[config.mk]
export PLATFORM = sky130hd
export DESIGN_NAME = mse_ram
export DESIGN_NICKNAME = d
export VERILOG_FILES = /design/src/hw/rtl/mse_ram.sv
export SDC_FILE = /design/constraint.sdc
export NUM_CORES = 1
export LEC_CHECK = 0
export BUFFER_PORTS_ARGS = -buffer_cell sky130_fd_sc_hd__buf_2
export CAP_MARGIN = 10
export CORE_MARGIN = 2
export CORE_UTILIZATION = 60
export DETAILED_ROUTE_END_ITERATION = 6
export PLACE_DENSITY = 0.78
export SYNTH_ARGS = -nofsm -noshare
export SYNTH_HDL_FRONTEND = slang
export SYNTH_SLANG_ARGS = --single-unit
[constraint.sdc]
create_clock -name clk -period 9.5 [get_ports clk]
set_clock_uncertainty 0.1 [all_clocks]
set_input_delay 0.475 -clock clk [delete_from_list [all_inputs] [get_ports clk]]
set_output_delay 0.475 -clock clk [all_outputs]
set_load 0.03 [all_outputs]
[src/hw/rtl/mse_ram.sv]
// Generic single-port-write, single-port-read RAM with registered read.
`timescale 1ns / 1ps
module mse_ram #(
	parameter int unsigned WIDTH = 32,
	parameter int unsigned DEPTH = 16
) (
	input logic clk,
	input logic we,
	input logic [$clog2(DEPTH)-1:0] waddr,
	input logic [WIDTH-1:0] wdata,
	input logic re,
	input logic [$clog2(DEPTH)-1:0] raddr,
	output logic [WIDTH-1:0] rdata
);
	logic [WIDTH-1:0] mem [DEPTH];

	// Write and registered read
	always_ff @(posedge clk) begin
		if (we) begin
			mem[waddr] <= wdata;
		end
		if (re) begin
			rdata <= mem[raddr];
		end
	end
endmodule

==> key figures <==
Timing
  • Unrepaired setup endpoints after global routing: false
  • Final setup vio count: 0
  • Final count of pins violating max slew: 0
  • Post-route setup TNS: 0 ns
  • Highest clock rate: 0.347 GHz
  • Final critical delay including setup and external delays: 2.88 ns
  • Slack of the critical path: 6.62 ns
  • Slew of the pin with the lowest slew margin: 1.15 ns
  • Final period utilization: between 30 and 40%
  • Tightest slew margin relative to the limit: 23.5%
  • Final Hold Vio Count: 0

Synth
  • Fraction of the yosys area taken by sequential cells: 81.0%
  • Synth cell types: 17
  • Area share of the largest cell type after synthesis: 81.0%
  • Seq cells post-synth: 544
  • Number of enable flip-flop cells after synthesis: roughly 540
  • Most repeated cell in the gate-level netlist after synthesis: edfxtp_1
  • Yosys warnings: 0
  • Synth cell count leaders: edfxtp_1 (544), mux4_2 (128), a22oi_1 (64), nand2_1 (33), clkbuf_1 (17)
  • Net Count, Synth: 881
  • Most used flip-flop cell after synthesis: edfxtp_1
  • Average cell area after synthesis: about 24 um2
  • FFs w/ async S/R, synth: 0%
  • Area leader, netlist: edfxtp_1
  • Dominant cells by area after synthesis: edfxtp_1 (81%), mux4_2 (14%), a22oi_1 (2.4%)
  • Area of the mapped netlist: approximately 20000 um2
  • Synthesized instance count: 838

Clock tree
  • Number of buffers inserted by post-CTS setup repair: 0
  • Clock tree from TritonCTS: done
  • Num Clock Sinks: 544
  • Clock-pin slew of the registers on the worst-case setup and hold paths: 0.06 ns
  • CTS Buffer Depth: 3
  • CTS resizes: 0
  • Clock Root Buffer: clkbuf_16
  • Number of buffers added by the clock tree synthesis step: 51
  • H-tree levels: 2
  • Number of hold-repair buffers added at the cts stage: 0
  • Worst-skew pair later-pin latency: between 0.5 and 0.6 ns

Critical path
  • Critical-path maximum fanout: between 80 and 90
  • Worst flop-to-flop path startpoint: mem[8][25]$_DFFE_PP_
  • CP Data Arrival Time: 3.09 ns
  • Critical path required time: between 9 and 10 ns
  • Worst reg-to-reg setup slack: approximately 8 ns
  • Kind of critical path: in2reg
  • Launching instance or port of the critical path: raddr[0]
  • Critical path endpoint category: flip-flop
  • Startpoint Class: input pin

Placement
  • HPWL after detailed placement: 18.6 mm
  • Port-buffer cells: 74
  • Minimum setup slack after placement: 5.93 ns
  • Routability cong.: 0.697

Route
  • WL/cell: 29.0 um
  • Count of antenna-violating nets left after detailed routing: 0
  • Routed vias/inst: between 6 and 7
  • Vias after detailed routing: 9289
  • Post-detailed-route DRC marker count: 0
  • Number of DRC violations after detailed-routing iteration 0: 968
  • Router iterations before antenna repair: 5
  • Drt total wl: 41.5 mm

Global route
  • First-pass GRT wire length: between 60 and 70 mm
  • Maximum number of pins on one net before global-route repair: 83
  • Gr ovfl total: 0
  • Number of global-route vias before repair: 9587
  • GR Util All Layers: 24.2%
  • Initial antenna violation count: 3

Finish
  • Proportion of layout cells with a drive suffix above 1: 31.7%
  • Number of nets in the layout: ~1000
  • Layout overhead on the synthesized area: 12.9%
  • Final cell utilization of the core: 68.5%

Die
  • Chip width: between 150 and 200 um
  • Rows: 67
  • Die Outline Area: 35100 um2
  • Placeable core region: 33300 um2
  • Die H: 187 um
  • Top-level port count: 75
  • Initial cell density of the core: 60.6%

Job
  • Number of max-cap violations: 0

Worst hold path
  • Hold path startpoint: wdata[15]
  • Min-delay worst type: in2reg

Power and ir drop
  • Total leakage power: 7.27 nW
  • Cell Pwr Density: approximately 220 nW/um2
  • Maximum vdd ir drop: 144 uV

Status
  • Status: finished clean
[flip-flops by register name, indices dropped and copies added (netlist names)]
register	flops
rdata	32
mem	512
[cells in the final DEF, fill, tap and decap left out, types with 2 or more instances in the layout]
master and n:
nand2_1 33, clkbuf_1 12, mux4_2 128, nand2b_1 2, buf_4 22, nand3b_1 2
nor3_2 4, clkbuf_16 52, clkinv_1 13, nor2b_4 2, buf_2 72, nor2_4 13
a22oi_1 64, edfxtp_1 544, bufinv_16 4, clkinv_2 9
[kinds of logic (layout without fill, tap and decap cells)]
| family | count (synthesis) | count (layout) | synth area share, % |
|---|---|---|---|
| flops | 544 | 544 | 81.0 |
| buf+inv | 43 | 188 | 1.10 |
| mux | 128 | 128 | 14.3 |
| other cells | 0 | 1 | 0 |
| compound gates | 64 | 64 | 2.38 |
| simple gates | 59 | 59 | 1.25 |
[metrics by stage]
stage	hold WS, ns	cell area [um2]	std cells	power, mW
floorplan	0.474	20200	838	2.92
global placement	0.626	21200	1338	3.01
detailed placement	0.628	21200	1338	3.02
CTS	0.166	22800	1431	4.94
global route	0.185	22800	1431	5.04
finish	0.185	22800	1432	4.90
[critical path, cell delays in order]
cell,delay [ns]
clkbuf_8,0.73
buf_4,0.84
mux4_2,0.61
a22oi_1,0.24
nand2_1,0.09
[path summary, 6_finish.rpt]
path,end,cells after the start
worst max-delay path,rdata[18]$_DFFE_PP_,5
worst min-delay path,mem[0][15]$_DFFE_PP_,1
worst max register to register,rdata[25]$_DFFE_PP_,3
worst min register to register,rdata[19]$_DFFE_PP_,3
[cell type report]
class / count / area [um2]
clock inverter: 29 / 248
multi-input combinational: 251 / 3750
sequential: 544 / 16300
timing repair buffer: 95 / 539
antenna: 1 / 2.50
fill: 1963 / 10500
clock buffer: 64 / 1350
tap: 448 / 561
[per-layer routing]
metal	vias up	share of wire [%]	global-route usage, %
li1	3804	-	-
met1	4934	40	35.6
met2	466	49	38.3
met3	81	8.7	4.41
met4	4	2.4	7.12
met5	-	0.053	0
[where the power goes]
group	internal (mW)	switching, mW	leakage [nW]
registers	2.70	0.0162	4.94
logic	0.0912	0.155	1.54
clock network	1.11	0.827	0.783
Power figures use the tool's default switching activity.
